**config.mk**
```make
export PLATFORM = sky130hd
export DESIGN_NAME = spt_cell
export DESIGN_NICKNAME = d
export VERILOG_FILES = /design/src/hdl/spt_pkg.sv /design/src/hdl/spt_cell.sv
export SDC_FILE = /design/constraint.sdc
export NUM_CORES = 1
export LEC_CHECK = 0
export BUFFER_PORTS_ARGS = -buffer_cell sky130_fd_sc_hd__buf_2
export CAP_MARGIN = 40
export CORE_AREA = 2 2 132 134
export CTS_BUF_LIST = sky130_fd_sc_hd__clkbuf_16
export DETAILED_ROUTE_END_ITERATION = 16
export DIE_AREA = 0 0 134 136
export HOLD_SLACK_MARGIN = 0.05
export SKIP_LAST_GASP = 1
export SLEW_MARGIN = 10
export SYNTH_ARGS = -nofsm -noshare
export SYNTH_HDL_FRONTEND = slang
export SYNTH_SLANG_ARGS = --single-unit
```
**constraint.sdc**
```tcl
create_clock -name clk -period 4.8 [get_ports clk]
set_input_delay 0 -clock clk [delete_from_list [all_inputs] [get_ports clk]]
set_output_delay 0 -clock clk [all_outputs]
set_load 0.1 [all_outputs]
```
**src/hdl/spt_pkg.sv**
```systemverilog
package spt_pkg;

  localparam int DEPTH = 64;
  localparam int IDX_W = $clog2(DEPTH);
  localparam int CNT_W = $clog2(DEPTH + 1);
  localparam int CMP_W = (CNT_W > 6) ? CNT_W : 6;

  typedef enum logic [1:0] {
    REQ_INSERT = 2'd0,
    REQ_REMOVE = 2'd1,
    REQ_READ   = 2'd2,
    REQ_NONE   = 2'd3
  } spt_op_t;

  typedef enum logic [1:0] {
    ST_OK    = 2'd0,
    ST_FULL  = 2'd1,
    ST_RANGE = 2'd2
  } spt_status_t;

  typedef enum logic {
    S_IDLE,
    S_WORK
  } spt_state_t;

  typedef struct packed {
    logic [1:0]         req_type;
    logic signed [31:0] key;
    logic signed [31:0] ident;
    logic [5:0]         position;
  } spt_req_t;

  typedef struct packed {
    logic [1:0]         status;
    logic [6:0]         removed_count;
    logic [6:0]         entry_count;
    logic signed [31:0] read_key;
    logic signed [31:0] read_ident;
  } spt_rsp_t;

  // broadcast to every cell of the chain
  typedef struct packed {
    logic               ins;
    logic               del;
    logic signed [31:0] key;
    logic signed [31:0] ident;
    logic [5:0]         pos;
    logic [CNT_W-1:0]   count;
  } spt_ctrl_t;

endpackage

```
**src/hdl/spt_cell.sv**
```systemverilog
module spt_cell
  import spt_pkg::*;
(
  input  logic               clk,
  input  logic [IDX_W-1:0]   index,
  input  spt_ctrl_t          ctrl,
  input  logic               ge_left,
  input  logic signed [31:0] key_left,
  input  logic signed [31:0] ident_left,
  input  logic signed [31:0] key_right,
  input  logic signed [31:0] ident_right,
  output logic               ge,
  output logic               hit,
  output logic signed [31:0] key,
  output logic signed [31:0] ident,
  output logic [63:0]        rd_word
);

  logic occupied;
  logic eq;

  always_comb begin
    occupied = CNT_W'(index) < ctrl.count;
    // empty cells count as greater so the chain stays monotone
    ge       = !occupied || !(key < ctrl.key);
    eq       = occupied && (key == ctrl.key);
    hit      = ge && !ge_left && eq;
    rd_word  = (CMP_W'(index) == CMP_W'(ctrl.pos)) ? {key, ident} : 64'd0;
  end

  always_ff @(posedge clk) begin
    if (ctrl.ins && ge) begin
      if (ge_left) begin
        key   <= key_left;
        ident <= ident_left;
      end else begin
        key   <= ctrl.key;
        ident <= ctrl.ident;
      end
    end else if (ctrl.del && ge) begin
      // close the gap left by the first matching entry
      key   <= key_right;
      ident <= ident_right;
    end
  end

endmodule

```
==> results of run 1 <==
[kinds of logic after synthesis]
logic type | after synthesis
fa+ha+maj | 37
mux | 97
simple gates | 129
xor+xnor | 6
flops | 64
compound gates | 62
buf+inv | 62
[sequential cells by signal, indices dropped and copies added (netlist names)]
name   cells
ident     32
key       32
[critical path, delay by kind of cell, from the launching register on]
family                   cells  cell delay [ps]
AND/OR/NAND/NOR              2              840
AO/OA/AOI/OAI                3              980
flip-flops                   1              420
buffers and inverters        1              320
adder cells (fa/ha/maj)      1              420
[final timing paths]
path / startpoint / end / slack, ps
hold / removal: key_left[30] / key[30]$_DFFE_PP_ / 80
setup / recovery: key[31]$_DFFE_PP_ / ident[11]$_DFFE_PP_ / 1490
setup reg to reg: key[31]$_DFFE_PP_ / ident[11]$_DFFE_PP_ / 1490
hold reg to reg: key[31]$_DFFE_PP_ / ident[5]$_DFFE_PP_ / 1490
[what timing repair did]
action,in CTS,in global routing
endpoints found under the setup margin,0,0
hold buffers,64,0
buffers inserted,0,0
hold endpoints to repair,64,0
[through the flow]
step	instance area, µm²	cells	total power (µW)	worst slack [ps]	util
after detailed placement	6859	1009	3665	1431	0.4064
after global routing	7812	1089	4579	1241	0.4629
after floorplan	4897	457	3182	393.9	-
after CTS	7812	1089	4423	1415	0.4629
after global placement	6839	1008	3650	1516	0.4052
final	7812	1089	4379	1493	0.4629
[per-layer routing]
| layer | track usage | wire length, µm | vias up |
|---|---|---|---|
| met5 | 0 | 13 | - |
| met4 | 0.04965 | 210 | 2 |
| met3 | 0.03542 | 1111 | 16 |
| met2 | 0.3211 | 8565 | 190 |
| met1 | 0.2018 | 6737 | 2209 |
| li1 | - | - | 2435 |
[synth_stat cells, types with 5 or more instances]
cell	instances	area (µm²)
sky130_fd_sc_hd__nand2_1	38	142.6
sky130_fd_sc_hd__nand4_1	8	50.05
sky130_fd_sc_hd__edfxtp_1	64	1922
sky130_fd_sc_hd__inv_1	39	146.4
sky130_fd_sc_hd__mux2_1	21	236.5
sky130_fd_sc_hd__a21oi_1	14	70.07
sky130_fd_sc_hd__o21ai_0	34	170.2
sky130_fd_sc_hd__clkbuf_1	16	60.06
sky130_fd_sc_hd__ha_1	37	462.9
sky130_fd_sc_hd__and2_1	63	394.1
sky130_fd_sc_hd__nand3_1	5	25.02
sky130_fd_sc_hd__mux2_2	76	855.8
sky130_fd_sc_hd__buf_6	6	67.56
[cell type report]
cell class	count	area [µm²]
clock buffers	9	225.2
inverters	39	146.4
repair buffers	414	2447
well taps	225	281.5
clock inverters	7	87.58
fillers	1585	9064
multi-input cells	331	2703
flip-flops and latches	64	1922
[where the power goes]
group | switching [µW] | internal [µW] | total [µW]
clock | 243 | 451 | 694
sequential | 149 | 927 | 1080
combinational | 2060 | 551 | 2610
total | 2450 | 1930 | 4380
[layout by cell type (no fill, tap or decap), drive strengths merged, types with 5 or more instances in the layout]
cell / n
buf: 350
clkbuf: 9
and2: 63
ha: 37
nand4: 8
nand3: 5
dlygate4sd3: 64
a21oi: 14
mux2: 97
edfxtp: 64
o21ai: 34
inv: 40
nand2: 38
==> impl_summary.txt, run 1 <==
----------------------------------------------------
[Critical path]
  Count of cells along the worst register-to-register path ... 7
  Cell Chain, Critical Path ... ha_1, nand4_1, nor4_1, o21a_1, o21a_1, o21a_2, buf_4
  Data arrival time of the critical path ... roughly 3300 ps
  Most prevalent standard cell on the critical path ... sky130_fd_sc_hd__o21a_1
  Required @ worst endpoint ... roughly 4800 ps
  Standard cell with the maximum stage delay on the critical path ... sky130_fd_sc_hd__nor4_1
  Endpoint type of the worst setup path ... flip-flop
  CP max FO ... 21
  Category of the most critical setup path ... flip-flop to flip-flop
  Kind of launch point of the worst setup path ... flip-flop
  Largest stage delay on the critical path ... 570 ps

[Synth]
  Area fraction in compound gates after synthesis ... 0.07549
  Post-Synthesis Cells ... between 400 and 500
  YS warnings ... 0
  Dominant combinational cell family by area after synthesis ... multiplexers
  Adder and majority cell fraction of the synthesized area ... 0.09468
  Flip-flop and latch count after synthesis ... 64
  Mapped Area ... 0.004890 mm²
  Flip-flop cell with the highest count after synthesis ... sky130_fd_sc_hd__edfxtp_1
  Synth unique cells ... 33
  Share of the yosys chip area belonging to registers ... 0.3930
  Syn_nets ... slightly above 700
  Mean area per synthesized cell ... about 11 µm²
  Mux cell area share after synthesis ... 0.2234
  Number of enable-type register cells in the synthesized netlist ... 64
  XOR/XNOR Fraction of Synth Area ... 0.01075
  Simple-Gate Fraction of Synth Area ... 0.1459
  Share of async-settable or async-resettable flops after synthesis ... 0

[Timing]
  Setup tns final ... 0 ps
  Hold Vio Cnt, Final ... 0
  Final worst-path cycle share ... 0.6889
  Setup repair after global routing missed its margin ... no
  Final number of setup-violating endpoints ... 0
  Number of slew-limit violations in the final report ... 0
  Final period demand of the worst path ... roughly 3300 ps
  Worst-margin pin slew ... a little under 600 ps
  Setup skew after layout ... between 5 and 6 ps
  Highest achievable clock rate ... 302.4 MHz
  Post-Route Hold Slack ... between 80 and 90 ps
  Relative slew slack ... 0.6072

[Die]
  Starting density of the core ... 0.2897
  Die X-Extent ... roughly 130 µm
  Standard-cell rows ... 48
  Core area ... approximately 0.017 mm²
  Area of the die ... 0.01822 mm²
  Die Ht ... around 140 µm
  Number of top-level design ports ... about 350

[GRT]
  Number of antenna violations at the first check in global routing ... 1
  Global-route wire length before repair ... about 25000 µm
  Overall Global Routing Usage ... 0.1734
  Overflow left after global routing ... 0
  Pin count of the biggest net entering global routing ... between 60 and 70
  Via count of the first global-routing pass ... 4731

[Route]
  Remaining routing DRC violations ... 0
  Iteration-0 DRC count of the detailed router ... ~150
  Final Routed Wirelength ... roughly 17000 µm
  DR WL/cell ... 15.28 µm
  First drt pass iteration count ... 4
  Total via count in the routed design ... slightly below 5000
  Detailed-route vias per instance ... roughly 4.5
  Antenna-violating nets left ... 0

[Pwr]
  Total power density per cell area ... between 500 and 600 mW/mm²
  Peak supply drop ... around 360 µV
  Static Leak ... 0.003903 µW

[Final layout]
  Share of cells above drive strength 1 ... 0.5185
  Area Overhead vs Synth ... 59.77%
  Final antenna diode count ... 0
  NumNets Final ... around 1100

[Placed design]
  Routability-driven placement congestion ratio ... ~0.78
  Port Buffer Count ... ~340
  Placed wire-length estimate after detailed placement ... ~13000 µm

[Worst hold path]
  Class of the most critical hold timing path ... primary input to flip-flop
  Worst Hold Depth ... 4

[CTS]
  Number of levels in the clock H-tree ... 3
  CTS Root Cell ... sky130_fd_sc_hd__clkbuf_16
  Total clock sinks ... 64
  Count of cells resized by post-cts repair ... 0
  CTS tree ... built
  Clock latency at the later pin of the worst-skew pair ... between 300 and 400 ps
  Clock slew at reported path FFs ... 60 ps
  TritonCTS buffer count ... 9
  Buffers from clock root to sink, at most ... 2

[Status]
  Run status ... finished clean

[Job]
  Max capacitance violation total ... 0

----------------------------------------------------
(Power assumes the default switching activity.)
==> run 2, diff against run 1 <==
==> constraint.sdc (replaced) <==
create_clock -name clk -period 3.13 [get_ports clk]
set_input_delay 0 -clock clk [delete_from_list [all_inputs] [get_ports clk]]
set_output_delay 0 -clock clk [all_outputs]
set_load 0.1 [all_outputs]
==> impl_summary.txt, run 2 (same netlist as run 1, synthesis figures left out) <==
----------------------------------------------------
[Status]
  Run status ... finished clean

[GRT]
  Overflow left after global routing ... 0 (unchanged)
  Via count of the first global-routing pass ... 4858 (+2.7%)
  Pin count of the biggest net entering global routing ... 64 (-1.5%)
  Global-route wire length before repair ... 24600 µm (+0.22%)
  Overall Global Routing Usage ... 0.1752 (+0.001834)
  Number of antenna violations at the first check in global routing ... 0 (-1)

[Timing]
  Relative slew slack ... 0.6412 (+0.03397)
  Setup skew after layout ... 7.872 ps (+2.237 ps)
  Final number of setup-violating endpoints ... 0 (unchanged)
  Number of slew-limit violations in the final report ... 0 (unchanged)
  Final period demand of the worst path ... 3033 ps (-273.9 ps)
  Worst-margin pin slew ... 538.2 ps (-50.96 ps)
  Highest achievable clock rate ... 329.7 MHz (+9.0%)
  Final worst-path cycle share ... 0.9689 (+0.2801)
  Setup tns final ... 0 ps (unchanged)
  Hold Vio Cnt, Final ... 0 (unchanged)

[Route]
  Final Routed Wirelength ... 17020 µm (+2.3%)
  Antenna-violating nets left ... 0 (unchanged)
  First drt pass iteration count ... 4 (unchanged)
  Remaining routing DRC violations ... 0 (unchanged)
  Total via count in the routed design ... 4930 (+1.6%)
  Iteration-0 DRC count of the detailed router ... 162 (+9.5%)
  DR WL/cell ... 15.56 µm (+1.8%)
  Detailed-route vias per instance ... 4.506 (+1.1%)

[Die]
  Starting density of the core ... 0.2897 (unchanged)
  Standard-cell rows ... 48 (unchanged)
  Die X-Extent ... 134 µm (unchanged)
  Die Ht ... 136 µm (unchanged)
  Number of top-level design ports ... 345 (unchanged)
  Core area ... 0.01688 mm² (unchanged)
  Area of the die ... 0.01822 mm² (unchanged)

[CTS]
  Buffers from clock root to sink, at most ... 2 (unchanged)
  Total clock sinks ... 64 (unchanged)
  Number of levels in the clock H-tree ... 3 (unchanged)
  TritonCTS buffer count ... 9 (unchanged)
  Clock latency at the later pin of the worst-skew pair ... 330 ps (about the same)
  CTS tree ... built
  Clock slew at reported path FFs ... 60 ps (about the same)
  CTS Root Cell ... sky130_fd_sc_hd__clkbuf_16

[Pwr]
  Total power density per cell area ... 864.9 mW/mm² (+54%)
  Peak supply drop ... 543.0 µV (+49%)
  Static Leak ... 0.004262 µW (+9.2%)

[Final layout]
  Area Overhead vs Synth ... 69.27%
  # fillers ... 1600 (+0.95%)
  Most frequent standard cell in the layout excluding fill and tap cells ... sky130_fd_sc_hd__buf_2
  NumNets Final ... 1116 (+0.45%)
  Fin area ... 0.008277 mm² (+5.9%)
  Share of cells above drive strength 1 ... 0.5512 (+0.03269)
  Final antenna diode count ... 0 (unchanged)
  Largest registers in the final layout ... ident x32, key x32
  Commonest cells after routing, fill and taps aside ... sky130_fd_sc_hd__buf_2 (342), sky130_fd_sc_hd__mux2_4 (64), sky130_fd_sc_hd__dlygate4sd3_1 (64), sky130_fd_sc_hd__edfxtp_1 (64), sky130_fd_sc_hd__and2_1 (63)

[Placed design]
  Placed wire-length estimate after detailed placement ... 13100 µm (+1.4%)
  Port Buffer Count ... 344 (unchanged)
  Routability-driven placement congestion ratio ... 0.8343 (+6.6%)
  Placement Cell Area ... 0.007224 mm² (+5.3%)

[Critical path]
  Cell Chain, Critical Path ... ha_4, nand4_1, a2111oi_2, nor3b_4, or3_4, o211ai_4, buf_12, clkbuf_16, mux2_4
  Endpoint type of the worst setup path ... flip-flop
  CP max FO ... 16 (-24%)
  Kind of launch point of the worst setup path ... flip-flop
  Endpoint of the worst-slack reg-to-reg timing path ... key[0]$_DFFE_PP_
  Beginning of the worst register-to-register path ... key[31]$_DFFE_PP_
  Required @ worst endpoint ... 3210 ps (-1610 ps)
  Data arrival time of the critical path ... 3110 ps (-220 ps)
  Largest stage delay on the critical path ... 510 ps (-60 ps)
  Setup slack of the most critical reg-to-reg path ... 100 ps (-1400 ps)
  Count of cells along the worst register-to-register path ... 9 (+2)
  Category of the most critical setup path ... flip-flop to flip-flop
  Standard cell with the maximum stage delay on the critical path ... sky130_fd_sc_hd__a2111oi_2

[Job]
  Max capacitance violation total ... 0 (unchanged)

[Worst hold path]
  Worst Hold Depth ... 4 (unchanged)
  Class of the most critical hold timing path ... primary input to flip-flop
  Hold Crit Start ... key_left[21]
  Worst Hold End ... key[21]$_DFFE_PP_

----------------------------------------------------
run 2: cell types whose count changed in the layout (fill, tap and decap cells not counted), sizes merged:
cell / previous run / this run
buf: 350 / 353
clkbuf: 9 / 11
clkinvlp: 0 / 1
bufinv: 2 / 3
inv: 40 / 39
clkinv: 4 / 3
run 2: final cells by class:
type	count	area, µm²	area share
clock inverters	7	110.1	0.01330
well taps	225	281.5	0.03401
flip-flops and latches	64	1922	0.2322
clock buffers	9	225.2	0.02721
repair buffers	419	2572	0.3108
multi-input cells	331	3019	0.3648
inverters	39	146.4	0.01769
run 2: per-stage QoR:
stage	hold WS, ps	utilization	worst slack [ps]	cells	power [µW]
finish	75.58	0.4904	97.23	1094	7159
global route	78.76	0.4904	-13.62	1094	7459
CTS	61.44	0.4859	132.0	1091	7143
detailed placement	303.5	0.4281	149.7	1011	5904
global placement	299.9	0.4269	223.3	1010	5867
floorplan	217.5	-	-694.6	457	5109
run 2: metal layers:
| layer | part of all wire | global-route usage | wire, µm | up-vias |
|---|---|---|---|---|
| li1 | - | - | - | 2441 |
| met1 | 0.38 | 0.1857 | 6523 | 2247 |
| met2 | 0.53 | 0.3379 | 8942 | 224 |
| met3 | 0.073 | 0.03840 | 1241 | 18 |
| met4 | 0.018 | 0.06501 | 314 | 0 |
| met5 | 0 | 0 | 0 | - |
run 2: power breakdown:
group          total [µW]  internal (µW)  switching [µW]
combinational        4380           1120            3260
clock                1150            771             377
sequential           1630           1420             210
total                7160           3310            3850
run 2: repair_timing:
item	in CTS	in global routing
setup endpoints to repair	0	27
endpoints found under the hold margin	64	0
buffers inserted	0	1
hold buffers	64	0
resized for setup	0	1
run 2: worst max-delay path by stage:
stage	startpoint	cells past startpoint	slack, ps	end
3_3_place_gp	key[25]$_DFFE_PP_	9	220	ident[13]$_DFFE_PP_
3_5_place_dp	key[25]$_DFFE_PP_	9	150	ident[17]$_DFFE_PP_
6_report	key[31]$_DFFE_PP_	9	100	key[0]$_DFFE_PP_
2_1_floorplan	key[31]$_DFFE_PP_	6	-690	hit
5_1_grt	key[31]$_DFFE_PP_	9	-10	key[11]$_DFFE_PP_
4_1_cts	key[25]$_DFFE_PP_	9	130	ident[17]$_DFFE_PP_
run 2: worst max-delay path, delay by kind of cell (launching register included):
kind,cells,cell delay [ps]
AOI/OAI and AO/OA,2,610
adders and majority gates,1,330
buffers and inverters,2,370
DFF,1,430
muxes,1,310
and+or+nand+nor,3,720
==> run 3, diff against run 2 <==
--- a/config.mk
+++ b/config.mk
@@ -7,10 +7,10 @@
 export LEC_CHECK = 0
 export BUFFER_PORTS_ARGS = -buffer_cell sky130_fd_sc_hd__buf_2
 export CAP_MARGIN = 40
-export CORE_AREA = 2 2 132 134
+export CORE_AREA = 2 2 135 137
 export CTS_BUF_LIST = sky130_fd_sc_hd__clkbuf_16
 export DETAILED_ROUTE_END_ITERATION = 16
-export DIE_AREA = 0 0 134 136
+export DIE_AREA = 0 0 137 139
 export HOLD_SLACK_MARGIN = 0.05
 export SKIP_LAST_GASP = 1
 export SLEW_MARGIN = 10
==> constraint.sdc (replaced) <==
create_clock -name clk -period 2.6 [get_ports clk]
set_input_delay 0 -clock clk [delete_from_list [all_inputs] [get_ports clk]]
set_output_delay 0 -clock clk [all_outputs]
set_load 0.1 [all_outputs]
==> impl_summary.txt, run 3 (same netlist as run 1, synthesis figures left out) <==
----------------------------------------------------
[Status]
  Run status ... finished with violations
  Violated checks ... negative setup slack

[Critical path]
  CP max FO ... 8 (-8)
  Count of cells along the worst register-to-register path ... 11 (+2)
  Cell Chain, Critical Path ... ha_4, nand4_1, buf_4, nor4_4, buf_4, o21a_4, buf_6, o21a_4, o21a_4, buf_12, buf_12
  CP Launch Point ... key[26]$_DFFE_PP_
  Category of the most critical setup path ... flip-flop to flip-flop
  Setup slack of the most critical reg-to-reg path ... -340 ps (-440 ps)
  Endpoint type of the worst setup path ... flip-flop
  Most prevalent standard cell on the critical path ... sky130_fd_sc_hd__o21a_4
  Buf/Inv on CP ... 5 (+3)
  Largest stage delay on the critical path ... 440 ps (-70 ps)
  Required @ worst endpoint ... 2650 ps (-560 ps)
  Standard cell with the maximum stage delay on the critical path ... sky130_fd_sc_hd__edfxtp_1
  Endpoint of the worst-slack reg-to-reg timing path ... ident[19]$_DFFE_PP_
  Top delay family on crit path ... buffers and inverters
  Beginning of the worst register-to-register path ... key[26]$_DFFE_PP_
  Kind of launch point of the worst setup path ... flip-flop
  Data arrival time of the critical path ... 2990 ps (-120 ps)

[Final layout]
  Area Overhead vs Synth ... 87.97%
  Most frequent standard cell in the layout excluding fill and tap cells ... sky130_fd_sc_hd__buf_2
  Largest registers in the final layout ... ident x32, key x32
  Share of cells above drive strength 1 ... 0.5945 (+0.04324)
  Commonest cells after routing, fill and taps aside ... sky130_fd_sc_hd__buf_2 (341), sky130_fd_sc_hd__dlygate4sd3_1 (64), sky130_fd_sc_hd__edfxtp_1 (64)
  Filler-free cell count of the finished design ... 1166 (+6.6%)
  NumNets Final ... 1184 (+6.1%)
  Final antenna diode count ... 0 (unchanged)

[Timing]
  Relative slew slack ... 0.6520 (+0.01079)
  Post-route worst setup slack ... -340.4 ps (-437.6 ps)
  Final number of setup-violating endpoints ... 130 (+130)
  Hold Vio Cnt, Final ... 0 (unchanged)
  Final worst-path cycle share ... 1.131 (+0.1620)
  Final period demand of the worst path ... 2940 ps (-92.40 ps)
  Setup repair after global routing missed its margin ... yes
  Post-Route Hold Slack ... 71.41 ps (-4.177 ps)
  Setup skew after layout ... 9.558 ps (+1.686 ps)
  Highest achievable clock rate ... 340.1 MHz (+3.1%)
  Worst-margin pin slew ... 522.0 ps (-16.19 ps)
  Number of slew-limit violations in the final report ... 0 (unchanged)

[Die]
  Number of top-level design ports ... 345 (unchanged)
  Core area ... 0.01766 mm² (+4.6%)
  Area of the die ... 0.01904 mm² (+4.5%)
  Starting density of the core ... 0.2769 (-0.01281)
  Die X-Extent ... 137 µm (+2.2%)
  Die Ht ... 139 µm (+2.2%)
  Standard-cell rows ... 49 (+2.1%)

[Route]
  Remaining routing DRC violations ... 0 (unchanged)
  Final Routed Wirelength ... 19160 µm (+13%)
  First drt pass iteration count ... 4 (unchanged)
  Detailed-route vias per instance ... 4.503 (about the same)
  Total via count in the routed design ... 5251 (+6.5%)
  DR WL/cell ... 16.43 µm (+5.6%)
  Iteration-0 DRC count of the detailed router ... 166 (+2.5%)
  Antenna-violating nets left ... 0 (unchanged)

[Pwr]
  Total power after layout ... 9759 µW (+36%)
  Total power density per cell area ... 1062 mW/mm² (+23%)
  Peak supply drop ... 730.4 µV (+35%)
  Static Leak ... 0.004713 µW (+11%)

[CTS]
  Number of levels in the clock H-tree ... 3 (unchanged)
  TritonCTS buffer count ... 9 (unchanged)
  CTS tree ... built
  Clock slew at reported path FFs ... 60 ps (about the same)
  Buffers from clock root to sink, at most ... 2 (unchanged)
  Clock latency at the later pin of the worst-skew pair ... 340 ps (about the same)
  Total clock sinks ... 64 (unchanged)
  CTS Root Cell ... sky130_fd_sc_hd__clkbuf_16

[Job]
  Max capacitance violation total ... 0 (unchanged)

[GRT]
  Number of antenna violations at the first check in global routing ... 0 (unchanged)
  Global-route wire length before repair ... 27190 µm (+11%)
  Via count of the first global-routing pass ... 5242 (+7.9%)
  Pin count of the biggest net entering global routing ... 64 (unchanged)
  Overflow left after global routing ... 0 (unchanged)
  Overall Global Routing Usage ... 0.1875 (+0.01230)

[Placed design]
  Instance count after placement with tap cells included ... 1061 (+4.9%)
  Port Buffer Count ... 344 (unchanged)
  Placed wire-length estimate after detailed placement ... 13340 µm (+1.8%)
  Post-Place Worst Slack ... -262.9 ps (-412.6 ps)
  Routability-driven placement congestion ratio ... 0.8087 (-3.1%)

[Worst hold path]
  Worst Hold End ... key[19]$_DFFE_PP_
  Class of the most critical hold timing path ... primary input to flip-flop
  Hold Crit Start ... key_left[19]
  Worst Hold Depth ... 4 (unchanged)

----------------------------------------------------
run 3: changes by cell type in the layout (fill, tap and decap cells not counted), sizes merged:
cell and delta:
clkinvlp +1, clkbuf +4, buf +64, bufinv -1
run 3: layer usage:
metal	wire (µm)	part of all wire	track usage
met5	0	0	0
met4	339	0.018	0.06240
met3	1532	0.080	0.04386
met2	9998	0.52	0.3477
met1	7284	0.38	0.2063
run 3: power breakdown:
part           leakage, µW  total (µW)  internal [µW]  switching, µW
Combinational      0.00394        6500           2200           4300
Sequential        0.000626        1920           1700            222
Clock             0.000149        1330            839            494
Total              0.00471        9760           4740           5020
run 3: tightest hold or removal path, delay by kind of cell:
family | cells | cell delay [ps]
and+or+nand+nor | 1 | 40
muxes | 1 | 140
buffers and inverters | 1 | 70
AOI/OAI and AO/OA | 1 | 60
run 3: timing repair:
action,CTS,global route
endpoints found under the setup margin,130,130
pin swaps,10,7
hold buffers,64,0
buffers inserted,11,7
gates cloned,8,6
endpoints found under the hold margin,64,0
resized for setup,20,18
run 3: worst max path at each step:
stage | to | slack [ps] | depth (start not counted)
finish | ident[19]$_DFFE_PP_ | -340 | 11
global route | ident[19]$_DFFE_PP_ | -410 | 11
CTS | key[10]$_DFFE_PP_ | -270 | 10
detailed placement | key[10]$_DFFE_PP_ | -260 | 9
global placement | ident[29]$_DFFE_PP_ | -230 | 9
floorplan | ident[0]$_DFFE_PP_ | -890 | 8
run 3: metrics by stage:
step,cell area (µm²),util,TNS [ps]
after floorplan,5221,-,-104400
after global routing,9191,0.5206,-44730
after detailed placement,7611,0.4311,-24530
final,9191,0.5206,-34230
after global placement,7584,0.4295,-20820
after CTS,8997,0.5096,-23510
run 3: cell type report:
| cell class | instances | area [µm²] |
|---|---|---|
| repair buffers | 487 | 3387 |
| inverters | 39 | 146.4 |
| clock inverters | 7 | 96.34 |
| multi-input cells | 331 | 3128 |
| fillers | 1646 | 8466 |
| flip-flops and latches | 64 | 1922 |
| clock buffers | 9 | 225.2 |
| well taps | 229 | 286.5 |
